===== src/design/brl_pkg.sv =====
// ----------------------------------------------------------------------------
// brl_pkg
// Shared widths, codes and payload types of the Bresenham line rasterizer.
// ----------------------------------------------------------------------------
package brl_pkg;

   // Coordinate and register widths
   localparam int COORD_BITS = 10;
   localparam int GRID_BITS  = COORD_BITS + 1;
   // Decision term stays inside (-2*major, 2*minor], so this leaves headroom
   localparam int DEC_BITS   = COORD_BITS + 3;

   // Register reset values
   localparam logic [GRID_BITS-1:0] GRID_WIDTH_RESET  = GRID_BITS'(300);
   localparam logic [GRID_BITS-1:0] GRID_HEIGHT_RESET = GRID_BITS'(150);

   // Configuration register indexes
   localparam logic CSR_GRID_WIDTH  = 1'b0;
   localparam logic CSR_GRID_HEIGHT = 1'b1;

   // Command kinds
   localparam logic KIND_LINE = 1'b0;
   localparam logic KIND_STEP = 1'b1;

   // Result status codes
   localparam logic [1:0] STATUS_OK      = 2'd0;
   localparam logic [1:0] STATUS_OUTSIDE = 2'd1;
   localparam logic [1:0] STATUS_NO_LINE = 2'd2;

   typedef struct packed {
      logic                  kind;
      logic [COORD_BITS-1:0] start_x;
      logic [COORD_BITS-1:0] start_y;
      logic [COORD_BITS-1:0] end_x;
      logic [COORD_BITS-1:0] end_y;
   } req_payload_type;

   typedef struct packed {
      logic [COORD_BITS-1:0] pixel_x;
      logic [COORD_BITS-1:0] pixel_y;
      logic                  last_pixel;
      logic [1:0]            status;
   } rsp_payload_type;

   // Line state that a line command sets up
   typedef struct packed {
      logic                       outside;
      logic                       x_is_major;
      logic                       minor_goes_down;
      logic                       active;
      logic [COORD_BITS-1:0]      cur_major;
      logic [COORD_BITS-1:0]      cur_minor;
      logic [COORD_BITS-1:0]      abs_major;
      logic [COORD_BITS-1:0]      abs_minor;
      logic signed [DEC_BITS-1:0] decision;
   } line_setup_type;

endpackage


===== src/design/brl_line_setup.sv =====
// ----------------------------------------------------------------------------
// brl_line_setup
// Grid check, major axis choice, endpoint ordering and initial decision term
// for a line command.
// ----------------------------------------------------------------------------
module brl_line_setup import brl_pkg::*; (
   input  req_payload_type      cmd,
   input  logic [GRID_BITS-1:0] grid_width,
   input  logic [GRID_BITS-1:0] grid_height,
   output line_setup_type       setup
);

   logic [COORD_BITS-1:0] adx;
   logic [COORD_BITS-1:0] ady;
   logic                  x_major;
   logic [COORD_BITS-1:0] ma0;
   logic [COORD_BITS-1:0] ma1;
   logic [COORD_BITS-1:0] mi0;
   logic [COORD_BITS-1:0] mi1;
   logic                  swap;
   logic [COORD_BITS-1:0] first_minor;
   logic [COORD_BITS-1:0] far_minor;
   logic [COORD_BITS-1:0] amaj;
   logic [COORD_BITS-1:0] amin;

   // Check both endpoints against the grid limits
   assign setup.outside = ({1'b0, cmd.start_x} >= grid_width)  ||
                          ({1'b0, cmd.end_x}   >= grid_width)  ||
                          ({1'b0, cmd.start_y} >= grid_height) ||
                          ({1'b0, cmd.end_y}   >= grid_height);

   // Take absolute deltas and pick the major axis (ties go to x)
   assign adx = (cmd.start_x > cmd.end_x) ? cmd.start_x - cmd.end_x
                                          : cmd.end_x - cmd.start_x;
   assign ady = (cmd.start_y > cmd.end_y) ? cmd.start_y - cmd.end_y
                                          : cmd.end_y - cmd.start_y;
   assign x_major = (ady <= adx);

   always_comb begin
      if (x_major) begin
         ma0  = cmd.start_x;
         ma1  = cmd.end_x;
         mi0  = cmd.start_y;
         mi1  = cmd.end_y;
         amaj = adx;
         amin = ady;
      end else begin
         ma0  = cmd.start_y;
         ma1  = cmd.end_y;
         mi0  = cmd.start_x;
         mi1  = cmd.end_x;
         amaj = ady;
         amin = adx;
      end
   end

   // Order endpoints so the walk runs up the major axis
   assign swap        = (ma0 > ma1);
   assign first_minor = swap ? mi1 : mi0;
   assign far_minor   = swap ? mi0 : mi1;

   assign setup.x_is_major      = x_major;
   assign setup.minor_goes_down = (far_minor < first_minor);
   assign setup.cur_major       = swap ? ma1 : ma0;
   assign setup.cur_minor       = first_minor;
   assign setup.abs_major       = amaj;
   assign setup.abs_minor       = amin;
   assign setup.active          = (amaj != '0);

   // Initial term 2*minor - major
   assign setup.decision = $signed({2'b00, amin, 1'b0}) - $signed({3'b000, amaj});

endmodule


===== src/design/bresenham_line_rasterizer.sv =====
// ----------------------------------------------------------------------------
// bresenham_line_rasterizer
// Integer Bresenham line walker over a configurable grid: one result per
// command, line commands set up a walk and step commands advance it.
// ----------------------------------------------------------------------------
//
//   channel  direction  handshake            payload
//   req      in         req_valid/req_ready  req_payload_type (command)
//   rsp      out        rsp_valid/rsp_ready  rsp_payload_type (pixel, status)
//   csr      in         csr_write_en         csr_index, csr_wdata
//
// Each command is worked in the cycle it is accepted and its result is
// registered into the output stage; one command per cycle is sustained
// while rsp does not stall, set by the update of the line state (decision add and compare).
// A two-entry output stage (output register plus skid) holds results while
// rsp stalls; req_ready drops only when both entries are full.
// Synchronous active-high reset clears the valid bits and the active line
// and loads the grid registers with 300 by 150.
// ----------------------------------------------------------------------------
module bresenham_line_rasterizer import brl_pkg::*; (
   input  logic                 clock,
   input  logic                 reset,
   input  logic                 req_valid,
   output logic                 req_ready,
   input  req_payload_type      req_payload,
   output logic                 rsp_valid,
   input  logic                 rsp_ready,
   output rsp_payload_type      rsp_payload,
   input  logic                 csr_write_en,
   input  logic                 csr_index,
   input  logic [GRID_BITS-1:0] csr_wdata
);

   // Configuration
   logic [GRID_BITS-1:0] grid_width_ff;
   logic [GRID_BITS-1:0] grid_height_ff;

   // Line state
   logic                       line_active_ff,     line_active_in;
   logic                       x_is_major_ff,      x_is_major_in;
   logic                       minor_goes_down_ff, minor_goes_down_in;
   logic [COORD_BITS-1:0]      cur_major_ff,       cur_major_in;
   logic [COORD_BITS-1:0]      cur_minor_ff,       cur_minor_in;
   logic [COORD_BITS-1:0]      abs_major_ff,       abs_major_in;
   logic [COORD_BITS-1:0]      abs_minor_ff,       abs_minor_in;
   logic [COORD_BITS-1:0]      steps_left_ff,      steps_left_in;
   logic signed [DEC_BITS-1:0] decision_ff,        decision_in;

   // Output stage
   logic            out_valid_ff,  out_valid_in;
   rsp_payload_type out_data_ff,   out_data_in;
   logic            skid_valid_ff, skid_valid_in;
   rsp_payload_type skid_data_ff,  skid_data_in;

   line_setup_type             setup;
   rsp_payload_type            result;
   logic                       req_transfer;
   logic                       rsp_transfer;
   logic                       dec_positive;
   logic signed [DEC_BITS-1:0] two_minor;
   logic signed [DEC_BITS-1:0] two_major;
   logic [COORD_BITS-1:0]      step_major;
   logic [COORD_BITS-1:0]      step_minor;
   logic [COORD_BITS-1:0]      step_left;

   assign req_ready    = !skid_valid_ff;
   assign req_transfer = req_valid && req_ready;
   assign rsp_valid    = out_valid_ff;
   assign rsp_payload  = out_data_ff;
   assign rsp_transfer = out_valid_ff && rsp_ready;

   // Write the grid registers
   always_ff @(posedge clock) begin
      if (reset) begin
         grid_width_ff  <= GRID_WIDTH_RESET;
         grid_height_ff <= GRID_HEIGHT_RESET;
      end else if (csr_write_en) begin
         unique case (csr_index)
            CSR_GRID_WIDTH:  grid_width_ff  <= csr_wdata;
            CSR_GRID_HEIGHT: grid_height_ff <= csr_wdata;
            default:         grid_width_ff  <= grid_width_ff;
         endcase
      end
   end

   brl_line_setup u_setup (
      .cmd         (req_payload),
      .grid_width  (grid_width_ff),
      .grid_height (grid_height_ff),
      .setup       (setup)
   );

   // Advance the walk by one pixel
   assign two_minor    = $signed({2'b00, abs_minor_ff, 1'b0});
   assign two_major    = $signed({2'b00, abs_major_ff, 1'b0});
   assign dec_positive = !decision_ff[DEC_BITS-1] && (decision_ff != '0);
   assign step_major   = cur_major_ff + COORD_BITS'(1);
   assign step_left    = steps_left_ff - COORD_BITS'(1);

   always_comb begin
      if (!dec_positive) begin
         step_minor = cur_minor_ff;
      end else if (minor_goes_down_ff) begin
         step_minor = cur_minor_ff - COORD_BITS'(1);
      end else begin
         step_minor = cur_minor_ff + COORD_BITS'(1);
      end
   end

   // Pick next line state and the result of this command
   always_comb begin
      line_active_in     = line_active_ff;
      x_is_major_in      = x_is_major_ff;
      minor_goes_down_in = minor_goes_down_ff;
      cur_major_in       = cur_major_ff;
      cur_minor_in       = cur_minor_ff;
      abs_major_in       = abs_major_ff;
      abs_minor_in       = abs_minor_ff;
      steps_left_in      = steps_left_ff;
      decision_in        = decision_ff;
      result             = '0;

      if (req_payload.kind == KIND_LINE) begin
         if (setup.outside) begin
            line_active_in = 1'b0;
            result.status  = STATUS_OUTSIDE;
         end else begin
            line_active_in     = setup.active;
            x_is_major_in      = setup.x_is_major;
            minor_goes_down_in = setup.minor_goes_down;
            cur_major_in       = setup.cur_major;
            cur_minor_in       = setup.cur_minor;
            abs_major_in       = setup.abs_major;
            abs_minor_in       = setup.abs_minor;
            steps_left_in      = setup.abs_major;
            decision_in        = setup.decision;
            result.pixel_x     = setup.x_is_major ? setup.cur_major : setup.cur_minor;
            result.pixel_y     = setup.x_is_major ? setup.cur_minor : setup.cur_major;
            result.last_pixel  = !setup.active;
            result.status      = STATUS_OK;
         end
      end else if (!line_active_ff) begin
         result.status = STATUS_NO_LINE;
      end else begin
         cur_major_in      = step_major;
         cur_minor_in      = step_minor;
         steps_left_in     = step_left;
         line_active_in    = (step_left != '0);
         decision_in       = dec_positive ? decision_ff + two_minor - two_major
                                          : decision_ff + two_minor;
         result.pixel_x    = x_is_major_ff ? step_major : step_minor;
         result.pixel_y    = x_is_major_ff ? step_minor : step_major;
         result.last_pixel = (step_left == '0);
         result.status     = STATUS_OK;
      end
   end

   // Hold line state, update on an accepted command
   always_ff @(posedge clock) begin
      if (reset) begin
         line_active_ff <= 1'b0;
      end else if (req_transfer) begin
         line_active_ff <= line_active_in;
      end
   end

   always_ff @(posedge clock) begin
      if (req_transfer) begin
         x_is_major_ff      <= x_is_major_in;
         minor_goes_down_ff <= minor_goes_down_in;
         cur_major_ff       <= cur_major_in;
         cur_minor_ff       <= cur_minor_in;
         abs_major_ff       <= abs_major_in;
         abs_minor_ff       <= abs_minor_in;
         steps_left_ff      <= steps_left_in;
         decision_ff        <= decision_in;
      end
   end

   // Load the output register, park a result in the skid while rsp stalls
   always_comb begin
      out_valid_in  = out_valid_ff;
      out_data_in   = out_data_ff;
      skid_valid_in = skid_valid_ff;
      skid_data_in  = skid_data_ff;
      if (!out_valid_ff || rsp_ready) begin
         out_valid_in  = skid_valid_ff || req_transfer;
         out_data_in   = skid_valid_ff ? skid_data_ff : result;
         skid_valid_in = 1'b0;
      end else if (req_transfer) begin
         skid_valid_in = 1'b1;
         skid_data_in  = result;
      end
   end

   always_ff @(posedge clock) begin
      if (reset) begin
         out_valid_ff  <= 1'b0;
         skid_valid_ff <= 1'b0;
      end else begin
         out_valid_ff  <= out_valid_in;
         skid_valid_ff <= skid_valid_in;
      end
   end

   always_ff @(posedge clock) begin
      out_data_ff  <= out_data_in;
      skid_data_ff <= skid_data_in;
   end

   // Checks
   a_skid_behind_out: assert property (@(posedge clock) disable iff (reset)
      skid_valid_ff |-> out_valid_ff)
      else $error("skid entry held without output entry");

   a_active_has_steps: assert property (@(posedge clock) disable iff (reset)
      line_active_ff |-> (steps_left_ff != '0))
      else $error("active line with no steps left");

   a_outside_cancels: assert property (@(posedge clock) disable iff (reset)
      (req_transfer && req_payload.kind == KIND_LINE && setup.outside)
      |=> !line_active_ff)
      else $error("line still active after endpoint outside grid");

   a_last_is_pixel: assert property (@(posedge clock) disable iff (reset)
      (out_valid_ff && out_data_ff.last_pixel) |-> (out_data_ff.status == STATUS_OK))
      else $error("last pixel flagged on an error result");

endmodule


===== config.mk =====
export PLATFORM = sky130hd
export DESIGN_NAME = bresenham_line_rasterizer
export DESIGN_NICKNAME = d
export VERILOG_FILES = /design/src/design/brl_pkg.sv /design/src/design/brl_line_setup.sv /design/src/design/bresenham_line_rasterizer.sv
export SDC_FILE = /design/constraint.sdc
export NUM_CORES = 1
export LEC_CHECK = 0
export ABC_AREA = 0
export BUFFER_PORTS_ARGS = -buffer_cell sky130_fd_sc_hd__buf_2
export CELL_PAD_IN_SITES_DETAIL_PLACEMENT = 0
export CELL_PAD_IN_SITES_GLOBAL_PLACEMENT = 1
export CORE_ASPECT_RATIO = 0.7
export CORE_MARGIN = 3
export CORE_UTILIZATION = 33
export CTS_CLUSTER_SIZE = 8
export DETAILED_ROUTE_END_ITERATION = 10
export PLACE_DENSITY_LB_ADDON = 0.1
export SYNTH_ARGS = -nofsm -noshare
export SYNTH_HDL_FRONTEND = slang
export SYNTH_SLANG_ARGS = --single-unit

===== constraint.sdc =====
create_clock -name clock -period 7.3 [get_ports clock]
set_input_delay 0.365 -clock clock [delete_from_list [all_inputs] [get_ports clock]]
set_output_delay 0.365 -clock clock [all_outputs]
set_load 0.005 [all_outputs]

==> results of run 1 <==
## sequential cells by signal, indices dropped and copies added (netlist names), 11 cells and up
signal          cells
rsp_payload        23
decision_ff        13
grid_width_ff      11
skid_data_ff       23
grid_height_ff     11
## cell type report
cell class | instances | area, µm² | area share [%]
multi-input cells | 1101 | 7960 | 51.5
flip-flops and latches | 136 | 3830 | 24.8
repair buffers | 286 | 2030 | 13.1
well taps | 480 | 601 | 3.89
inverters | 115 | 432 | 2.79
clock buffers | 17 | 425 | 2.75
clock inverters | 15 | 180 | 1.17
## layout by cell type, fill, tap and decap left out, drive strengths merged, types with 20 or more instances in the layout
master	n
mux2	27
xor2	25
buf	284
nor2	96
a21o	46
a31oi	20
mux2i	39
o21ai	94
a21oi	131
dfxtp	25
ha	145
nand2	163
inv	125
edfxtp	111
xnor2	33
## logic make-up (layout without fill, tap and decap cells)
family,Yosys count,in the layout,synth area share [%]
mux,66,66,5.68
compound gates,425,426,22.1
flops,136,136,31.3
fa+ha+maj,153,153,16.1
simple gates,398,398,15.1
xor+xnor,58,58,4.15
buf+inv,175,433,5.44
## metal layers
metal | wire, µm | share of wire, % | global-route usage (%) | vias to the layer above
met1 | 24400 | 55 | 36.0 | 5385
met5 | 0 | 0 | 0 | -
met4 | 371 | 0.84 | 3.54 | 0
met2 | 16700 | 38 | 28.4 | 327
li1 | - | - | - | 5648
met3 | 2660 | 6.0 | 3.97 | 20
## through the flow
| stage | instance area [µm²] | cells | total power [W] |
|---|---|---|---|
| after floorplan | 12300 | 1411 | 0.00309 |
| after global placement | 14500 | 2103 | 0.00437 |
| after detailed placement | 14500 | 2103 | 0.00439 |
| after CTS | 15100 | 2135 | 0.00534 |
| after global routing | 15500 | 2150 | 0.00607 |
| final | 15500 | 2150 | 0.00569 |
## worst max-delay path by stage
stage / cells past startpoint / slack, ns / endpoint / startpoint
after floorplan: 35 / 0.01 / minor_goes_down_ff / req_payload[30]
after global placement: 34 / -0.20 / minor_goes_down_ff / req_payload[30]
after detailed placement: 32 / -0.36 / minor_goes_down_ff / req_payload[30]
after CTS: 34 / 0.1 / minor_goes_down_ff / req_payload[30]
after global routing: 38 / -0.05 / minor_goes_down_ff / req_payload[30]
final: 35 / 0.23 / minor_goes_down_ff / req_payload[30]
## power by group
group          switching [W]  internal, W
combinational        0.00210      0.00166
clock               0.000404     0.000520
sequential         0.0000361     0.000973
total                0.00254      0.00315
## timing repair
item	CTS	global route
setup buffers	0	12
resized for setup	0	47
setup endpoints to repair	0	1
## worst reg2reg max path, stage by stage, from the launching register on
cell	delay [ns]
edfxtp_1	0.42
ha_1	0.24
fa_1	0.41
a21o_1	0.18
a21oi_1	0.24
o21ai_0	0.33
nor2_1	0.22
xnor2_1	0.10
ha_1	0.24
or3_1	0.39
a311oi_1	0.31
nor3_1	0.19
a21o_1	0.21
a211o_1	0.28
a31o_2	0.23
a2bb2oi_1	0.13
==> results.md, run 1 <==
- Status: finished clean
- Peak supply drop: just over 0.0002 V
- Row cnt: 58
- Worst Slack Setup Final: 0.231 ns
- Reg2reg end: decision_ff[10]
- CP delay by family, top: compound AO/OA/AOI/OAI gates
- Initial antenna violation count: 0
- Avg WL per Cell: between 20 and 25 µm
- Clock Root Buffer: clkbuf_16
- Routed WL: between 40 and 50 mm
- Tmin final: slightly above 7 ns
- Remaining DRCs: 0
- Pre-CTS setup slack: -0.363 ns
- Core area: between 30000 and 40000 µm²
- N_diodes: 0
- Critical path's largest stage delay: ~0.47 ns
- Hold Violations, Final: 0
- Async set or reset register ratio after synthesis: 0%
- Most frequent cell after synthesis: nand2_1
- Distinct cells, synth: ~80
- Max stage delay cell, worst path: or4b_4
- Class of the worst hold path: in2reg
- CTS Sinks: around 140
- Endpoint, Worst Hold: grid_width_ff[8]
- Post-DP HPWL: between 30 and 40 mm
- Crit path required time: between 7 and 8 ns
- Largest area contributor in the netlist: edfxtp_1
- Achievable clock frequency: 141 MHz
- Yosys top cell area share: between 20 and 30%
- Syn Inst Count: around 1400
- Worst r2r path cells: 15
- Max-slew headroom: approximately 24%
- Total GRT Usage: a little over a fifth
- Hold_sp: csr_wdata[8]
- Nets@finish: ~1900
- Num ports: 83
- LEAKAGE: about 7 nW
- Gr ovfl total: 0
- Final Cycle Share: between 90% and 100%
- Initial Utilization: 33.8%
- Hold Path Stages: 2
- Vias/cell: roughly 5.3
- Slew Viols, Final: 0
- First-pass iteration count of the detailed router: 5
- DR iter-0 viols: approximately 1100
- Max-cap violations: 0
- Largest net degree at the start of global routing: 53
- DR vias: about 11000
- Maximum level of the CTS H-tree: 4
- Syn Area/Cell: approximately 8.7 µm²
- Die ar.: 39400 µm²
- Buffers on Ports: 82
- Final core utilization: between 40 and 50%
- EDFF count, synth: ~110
- GPL Wtd Cong: 0.922
- Area Overhead vs Synth: 26.4%
- Die height: 167 µm
- Syn Std Cell Area: about 12000 µm²
- R2R setup slack: 2.92 ns
- Vias in the first global route: approximately 11000
- Synth warn: 0
- Sequential share of the synthesized area: a little under a third
- Crit path top cell by count: ha_1
- Share of cells above drive strength 1: 23.7%
- Worst path bufs/invs: 8
- Top_reg_cell synth: edfxtp_1
- Final ANT Viol Nets: 0
- PD cells: around 370 nW/µm²
- CP endpoint kind: flip-flop
- Register bit total from synthesis: ~140
- Num CTS Buffers: 17
- Critical path class: in2reg
- Clock Skew: approximately 0.014 ns
- Clock Tree Buf Depth: 2
- Die width: 236 µm
- Filler Cells Inserted: roughly 3600
- Global-route wire length before repair: roughly 65 mm
- Worst setup SP type: input port
- Hold slack: about 0.15 ns
- Synthesized Nets: between 1500 and 2000
- List of most frequent post-synthesis cells: nand2_1 (162), ha_1 (145), a21oi_1 (130)
- Hold_buf cts: 0
- Worst-Skew Late Latency: around 0.44 ns
- CTS tree: yes
- Worst r2r src: decision_ff[1]
- Final setup TNS: 0 ns
- Largest cells by area after synthesis: edfxtp_1 (27%), ha_1 (15%), a21oi_1 (5.3%)
- Crit path DAT: around 7.4 ns
- Worst Max-Slew Pin Slew: ~1.1 ns
- Final setup fails: 0
- Crit-path max FO: 16
- Clock-pin slew on the worst setup and hold paths: roughly 0.070 ns
Power figures use the tool's default switching activity.
==> inputs of run 2 (changes only) <==
--- a/config.mk
+++ b/config.mk
@@ -10,7 +10,7 @@
 export CELL_PAD_IN_SITES_DETAIL_PLACEMENT = 0
 export CELL_PAD_IN_SITES_GLOBAL_PLACEMENT = 1
 export CORE_ASPECT_RATIO = 0.7
-export CORE_MARGIN = 3
+export CORE_MARGIN = 5
 export CORE_UTILIZATION = 33
 export CTS_CLUSTER_SIZE = 8
 export DETAILED_ROUTE_END_ITERATION = 10
==> constraint.sdc (replaced) <==
create_clock -name clock -period 7.3 [get_ports clock]
set_input_delay 1.46 -clock clock [delete_from_list [all_inputs] [get_ports clock]]
set_output_delay 1.46 -clock clock [all_outputs]
set_load 0.005 [all_outputs]
==> results.md, run 2 (synthesis gave the netlist of run 1 again) <==
- Hold_buf cts: 0 (unchanged)
- Initial Utilization: 33.1% (-0.64 points)
- RSZ-0062 raised after global routing: yes
- CTS tree: yes
- R2R setup slack: 2.88 ns (-0.04 ns)
- Met2 routed WL: 17.9 mm (+7.3%)
- Die width: 240 µm (+1.7%)
- Vias in the first global route: 11000 (+4.5%)
- Hold Violations, Final: 0 (unchanged)
- Worst r2r path cells: 15 (unchanged)
- Core area: 36900 µm² (+1.9%)
- Max-slew headroom: 19.8% (-4.4 points)
- Gr ovfl total: 0 (unchanged)
- Num CTS Buffers: 17 (unchanged)
- Avg WL per Cell: 20.5 µm (-0.22%)
- Max stage delay cell, worst path: or4b_4
- DP Cell Count: 2194 (+4.3%)
- Nets@finish: 1964 (+5.1%)
- Worst r2r src: decision_ff[1]
- Overall Power: 0.00643 W (+13%)
- Max-cap violations: 0 (unchanged)
- Most frequent cells in the layout: buf_4 (270), nand2_1 (157), ha_1 (137)
- Post-DP HPWL: 36.4 mm (+2.1%)
- Buffers on Ports: 82 (unchanged)
- Slew Viols, Final: 0 (unchanged)
- CTS Sinks: 136 (unchanged)
- Hold slack: 0.456 ns (+0.309 ns)
- Clock Root Buffer: clkbuf_16
- First-pass iteration count of the detailed router: 5 (unchanged)
- LEAKAGE: 7.55 nW (+7.8%)
- Initial antenna violation count: 0 (unchanged)
- Worst setup SP type: input port
- Class of the worst hold path: reg2reg
- CP endpoint kind: flip-flop
- Final ANT Viol Nets: 0 (unchanged)
- Worst-Skew Late Latency: 0.45 ns (about the same)
- Final Cycle Share: 109% (+12 points)
- Peak supply drop: 0.000252 V (+22%)
- Final setup fails: 7 (+7)
- Worst Slack Setup Final: -0.657 ns (-0.887 ns)
- Crit-path max FO: 8 (-8)
- Routed WL: 46.1 mm (+4.6%)
- DR iter-0 viols: 885 (-22%)
- Crit path DAT: 8.26 ns (+0.89 ns)
- Crit path required time: 7.61 ns (about the same)
- Clock Skew: 0.0174 ns (+0.00300 ns)
- Area Overhead vs Synth: 36.8%
- Maximum level of the CTS H-tree: 4 (unchanged)
- Num ports: 83 (unchanged)
- GPL Wtd Cong: 0.922 (about the same)
- Die ar.: 41100 µm² (+4.1%)
- Remaining DRCs: 0 (unchanged)
- Failing checks: negative setup slack
- Top sig layer: met4
- Crit path top cell by count: a21o_1
- Commonest non-fill, non-tap cell in the layout: buf_4
- Global-route wire length before repair: 67.4 mm (+3.2%)
- Tmin final: 7.96 ns (+0.887 ns)
- DR vias: 11800 (+3.8%)
- Worst Max-Slew Pin Slew: 1.20 ns (+0.0644 ns)
- Share of cells above drive strength 1: 31.4% (+7.7 points)
- Clock Tree Buf Depth: 2 (unchanged)
- PD cells: 384 nW/µm² (+4.3%)
- Reg2reg end: decision_ff[10]
- Die height: 171 µm (+2.4%)
- Vias/cell: 5.24 (-1.0%)
- N_diodes: 0 (unchanged)
- Row cnt: 59 (+1.7%)
- Hold_sp: grid_width_ff[7]
- Critical path's largest stage delay: 0.47 ns (about the same)
- Endpoint, Worst Hold: grid_width_ff[7]
- Critical path class: in2reg
- Status: complete, but fails checks
- Achievable clock frequency: 126 MHz (-11%)
- Hold Path Stages: 2 (unchanged)
- Final setup TNS: -0.885 ns (-0.885 ns)
- Non-Filler Instances: 2254 (+4.8%)
- Post-Route M1 WL: 24.5 mm (+0.76%)
- Final core utilization: 45.3% (+2.6 points)
- Clock-pin slew on the worst setup and hold paths: 0.07 ns (about the same)
- Largest net degree at the start of global routing: 43 (-19%)
- Total GRT Usage: 21.6% (-0.044 points)
- Wire length on met3: 3.13 mm (+17%)
==> run 2: cell count changes in the layout (fill, tap and decap cells not counted), moves of 7 or more <==
cell,change
mux2i_2,+7
mux2_2,-8
buf_6,+16
ha_1,-8
a21oi_1,-15
o22ai_4,+8
buf_4,+74
mux2i_1,-11
a21oi_2,+15
o22ai_1,-8
mux2_4,+8
==> run 2: power breakdown <==
part	internal, W	switching, W
Sequential	0.000973	0.0000355
Clock	0.000454	0.000428
Combinational	0.00218	0.00236
==> run 2: layout make-up <==
type	instances	area, µm²
Inverter	115	437
Sequential cell	136	3830
Timing Repair Buffer	382	2890
Fill cell	3705	20200
Clock buffer	17	425
Multi-Input combinational cell	1101	8380
Clock inverter	15	153
Tap cell	488	611
==> run 2: per-layer routing <==
metal	vias to the layer above	track usage (%)
met5	-	0
met2	317	28.9
li1	5834	-
met1	5620	35.0
met3	37	4.71
met4	0	4.19
==> run 2: critical path, delay by kind of cell <==
| family | cells | cell delay (ns) |
|---|---|---|
| AOI/OAI and AO/OA | 17 | 3.33 |
| adders and majority gates | 5 | 1.20 |
| buffers and inverters | 9 | 1.06 |
| muxes | 1 | 0.21 |
| and+or+nand+nor | 6 | 0.99 |
==> run 2: how the worst max path moves through the flow <==
stage / startpoint / to / slack, ns / depth (start not counted)
2_1_floorplan: req_payload[30] / minor_goes_down_ff / -0.69 / 36
3_3_place_gp: req_payload[12] / minor_goes_down_ff / -1.06 / 32
3_5_place_dp: req_payload[0] / minor_goes_down_ff / -1.14 / 36
4_1_cts: req_payload[30] / minor_goes_down_ff / -0.49 / 37
5_1_grt: req_payload[30] / minor_goes_down_ff / -0.87 / 35
6_report: req_payload[30] / minor_goes_down_ff / -0.66 / 38
==> run 2: repair_timing <==
action | 4_1_cts | 5_1_grt
hold endpoints to repair | 0 | 0
buffers inserted | 3 | 22
setup endpoints to repair | 20 | 40
pin swaps | 5 | 33
cloned | 1 | 4
gates resized for setup | 22 | 124
==> run 2: metrics by stage <==
step,setup WS [ns],instance area [µm²]
after floorplan,-0.692,12400
after global placement,-1.06,15200
after detailed placement,-1.14,15200
after CTS,-0.487,15900
after global routing,-0.868,16700
final,-0.657,16700
==> inputs of run 3 (changes only) <==
--- a/config.mk
+++ b/config.mk
@@ -15,6 +15,7 @@
 export CTS_CLUSTER_SIZE = 8
 export DETAILED_ROUTE_END_ITERATION = 10
 export PLACE_DENSITY_LB_ADDON = 0.1
+export SETUP_SLACK_MARGIN = 0.15
 export SYNTH_ARGS = -nofsm -noshare
 export SYNTH_HDL_FRONTEND = slang
 export SYNTH_SLANG_ARGS = --single-unit
==> results.md, run 3 (synthesis gave the netlist of run 1 again) <==
- Status: complete, but fails checks
- Failing checks: negative setup slack
- Vias in the first global route: 11400 (+4.1%)
- Clock Skew: 0.0167 ns (-0.000656 ns)
- Stages on worst setup path: 34 (-11%)
- Maximum level of the CTS H-tree: 4 (unchanged)
- CTS tree: yes
- Initial antenna violation count: 0 (unchanged)
- Die width: 240 µm (unchanged)
- Final setup fails: 16 (+9)
- Switch Pwr: 0.00301 W (+6.8%)
- Design area: 17600 µm² (+5.1%)
- Worst setup SP type: input port
- Share of cells above drive strength 1: 35.9% (+4.5 points)
- Non-Filler Instances: 2311 (+2.5%)
- PD cells: 403 nW/µm² (+4.9%)
- Initial Utilization: 33.1% (unchanged)
- Peak supply drop: 0.000235 V (-6.6%)
- Final Cycle Share: 107% (-2.3 points)
- Hold Path Stages: 2 (unchanged)
- Max stage delay cell, worst path: or4_4
- Switching share of power: 42.5% (-1.4 points)
- Crit-path max FO: 8 (unchanged)
- DP Cell Count: 2201 (+0.32%)
- Worst Slack Setup Final: -0.491 ns (+0.166 ns)
- Final core utilization: 47.6% (+2.3 points)
- Worst r2r path cells: 15 (unchanged)
- Die height: 171 µm (unchanged)
- Worst-Skew Late Latency: 0.44 ns (about the same)
- First-pass iteration count of the detailed router: 5 (unchanged)
- DR vias: 12100 (+2.2%)
- Nets@finish: 2021 (+2.9%)
- Seq pwr share: 14.2% (-1.5 points)
- Critical path's largest stage delay: 0.52 ns (+0.05 ns)
- Commonest non-fill, non-tap cell in the layout: buf_4
- DR iter-0 viols: 1119 (+26%)
- Critical path class: in2reg
- Max-cap violations: 0 (unchanged)
- CTS Sinks: 136 (unchanged)
- Hold Violations, Final: 0 (unchanged)
- Routed WL: 47.5 mm (+3.0%)
- Storage cell area: 3830 µm² (unchanged)
- CP delay by family, top: compound AO/OA/AOI/OAI gates
- Internal Power: 0.00408 W (+13%)
- Tmin final: 7.79 ns (-0.166 ns)
- Vias/cell: 5.22 (-0.31%)
- Final ANT Viol Nets: 0 (unchanged)
- Area Overhead vs Synth: 43.7%
- Final setup TNS: -2.36 ns (-1.48 ns)
- Num ports: 83 (unchanged)
- Filler Cells Inserted: 3551 (-4.2%)
- Row cnt: 59 (unchanged)
- Remaining DRCs: 0 (unchanged)
- R2R setup slack: 2.81 ns (-0.07 ns)
- Clock power share: 12.2% (-1.5 points)
- Clock Root Buffer: clkbuf_16
- DP Area: 15300 µm² (+0.35%)
- Worst r2r src: decision_ff[1]
- CP endpoint: minor_goes_down_ff
- GPL Wtd Cong: 0.938 (+1.7%)
- RSZ-0062 raised after global routing: yes
- CP endpoint kind: flip-flop
- N_diodes: 0 (unchanged)
- Clock-pin slew on the worst setup and hold paths: 0.07 ns (about the same)
- Multi-input gate area in the final layout: 8670 µm² (+3.4%)
- CP startpoint: req_payload[15]
- Avg WL per Cell: 20.6 µm (+0.41%)
- Most frequent cells in the layout: buf_4 (303), nand2_1 (149), ha_1 (132)
- Crit path DAT: 8.10 ns (-0.16 ns)
- Max-slew headroom: 5.43% (-14 points)
- Clock Tree Buf Depth: 2 (unchanged)
- Worst Max-Slew Pin Slew: 1.42 ns (+0.218 ns)
- Gr ovfl total: 0 (unchanged)
- Achievable clock frequency: 128 MHz (+2.1%)
- Buffers on Ports: 82 (unchanged)
- Largest net degree at the start of global routing: 55 (+28%)
- Total GRT Usage: 22.4% (+0.74 points)
- Comb power frac: 73.6% (+3.0 points)
- Slew Viols, Final: 0 (unchanged)
- Global-route wire length before repair: 69.7 mm (+3.5%)
- Crit path required time: 7.60 ns (about the same)
- Reg2reg end: decision_ff[10]
- Class of the worst hold path: reg2reg
- Post-DP HPWL: 36.8 mm (+0.93%)
- Worst path bufs/invs: 6 (-3)
- Num CTS Buffers: 17 (unchanged)
- Die ar.: 41100 µm² (unchanged)
- LEAKAGE: 7.94 nW (+5.1%)
- Pre-CTS setup slack: -1.22 ns (-0.0705 ns)
- Core area: 36900 µm² (unchanged)
run 3: changes by cell type in the layout (fill, tap and decap cells not counted), sizes merged:
cell | previous run | this run
clkdlybuf4s18 | 0 | 1
buf | 379 | 437
clkbuf | 20 | 18
run 3: worst min-delay path by stage:
stage / start / endpoint / slack [ns]
5_1_grt: grid_width_ff[6] / grid_width_ff[6] / 0.48
2_1_floorplan: grid_height_ff[3] / grid_height_ff[3] / 0.44
3_3_place_gp: grid_height_ff[6] / grid_height_ff[6] / 0.44
3_5_place_dp: grid_width_ff[6] / grid_width_ff[6] / 0.45
4_1_cts: grid_width_ff[6] / grid_width_ff[6] / 0.46
6_report: grid_width_ff[4] / grid_width_ff[4] / 0.46
run 3: power by group through the flow:
| stage | Combinational, W | Clock (W) | Sequential [W] |
|---|---|---|---|
| 2_1_floorplan | 0.00214 | 0 | 0.00101 |
| 3_5_place_dp | 0.00367 | 0 | 0.00103 |
| 5_1_grt | 0.00557 | 0.000917 | 0.00102 |
| 3_3_place_gp | 0.00365 | 0 | 0.00102 |
| 6_report | 0.00522 | 0.000862 | 0.00101 |
| 4_1_cts | 0.00447 | 0.000878 | 0.00101 |
run 3: stage by stage:
stage | power [W] | hold WS (ns)
final | 0.00709 | 0.460
after global routing | 0.00750 | 0.480
after CTS | 0.00636 | 0.462
after detailed placement | 0.00470 | 0.453
after global placement | 0.00468 | 0.445
after floorplan | 0.00316 | 0.436
run 3: worst register-to-register path, cell delays in order (launching register included):
cell	delay, ns
edfxtp_1	0.44
ha_1	0.25
fa_1	0.41
a21o_1	0.19
a21oi_1	0.25
o21ai_0	0.32
nor2_1	0.21
xnor2_1	0.11
ha_1	0.23
or3_1	0.39
a311oi_1	0.31
nor3_1	0.19
a21o_1	0.21
a211o_1	0.28
a31o_2	0.24
a2bb2oi_1	0.16
run 3: timing repair:
action / 4_1_cts / 5_1_grt
setup buffers: 46 / 27
setup endpoints to repair: 31 / 44
hold buffers: 0 / 0
cloned: 4 / 1
gates resized for setup: 128 / 122
pin swaps: 34 / 48
run 3: area by class of cell:
type	instances	share of cell area [%]
well taps	488	3.47
repair buffers	439	19.7
flip-flops and latches	136	21.8
clock inverters	15	0.776
multi-input cells	1101	49.3
inverters	115	2.50
clock buffers	17	2.42
run 3: routing by layer:
layer	vias to the layer above	GRT usage (%)	share of wire [%]
met1	5749	36.2	53
met4	0	3.13	0.83
met2	344	30.5	40
met5	-	0	0
met3	24	4.95	6.4
li1	5952	-	-
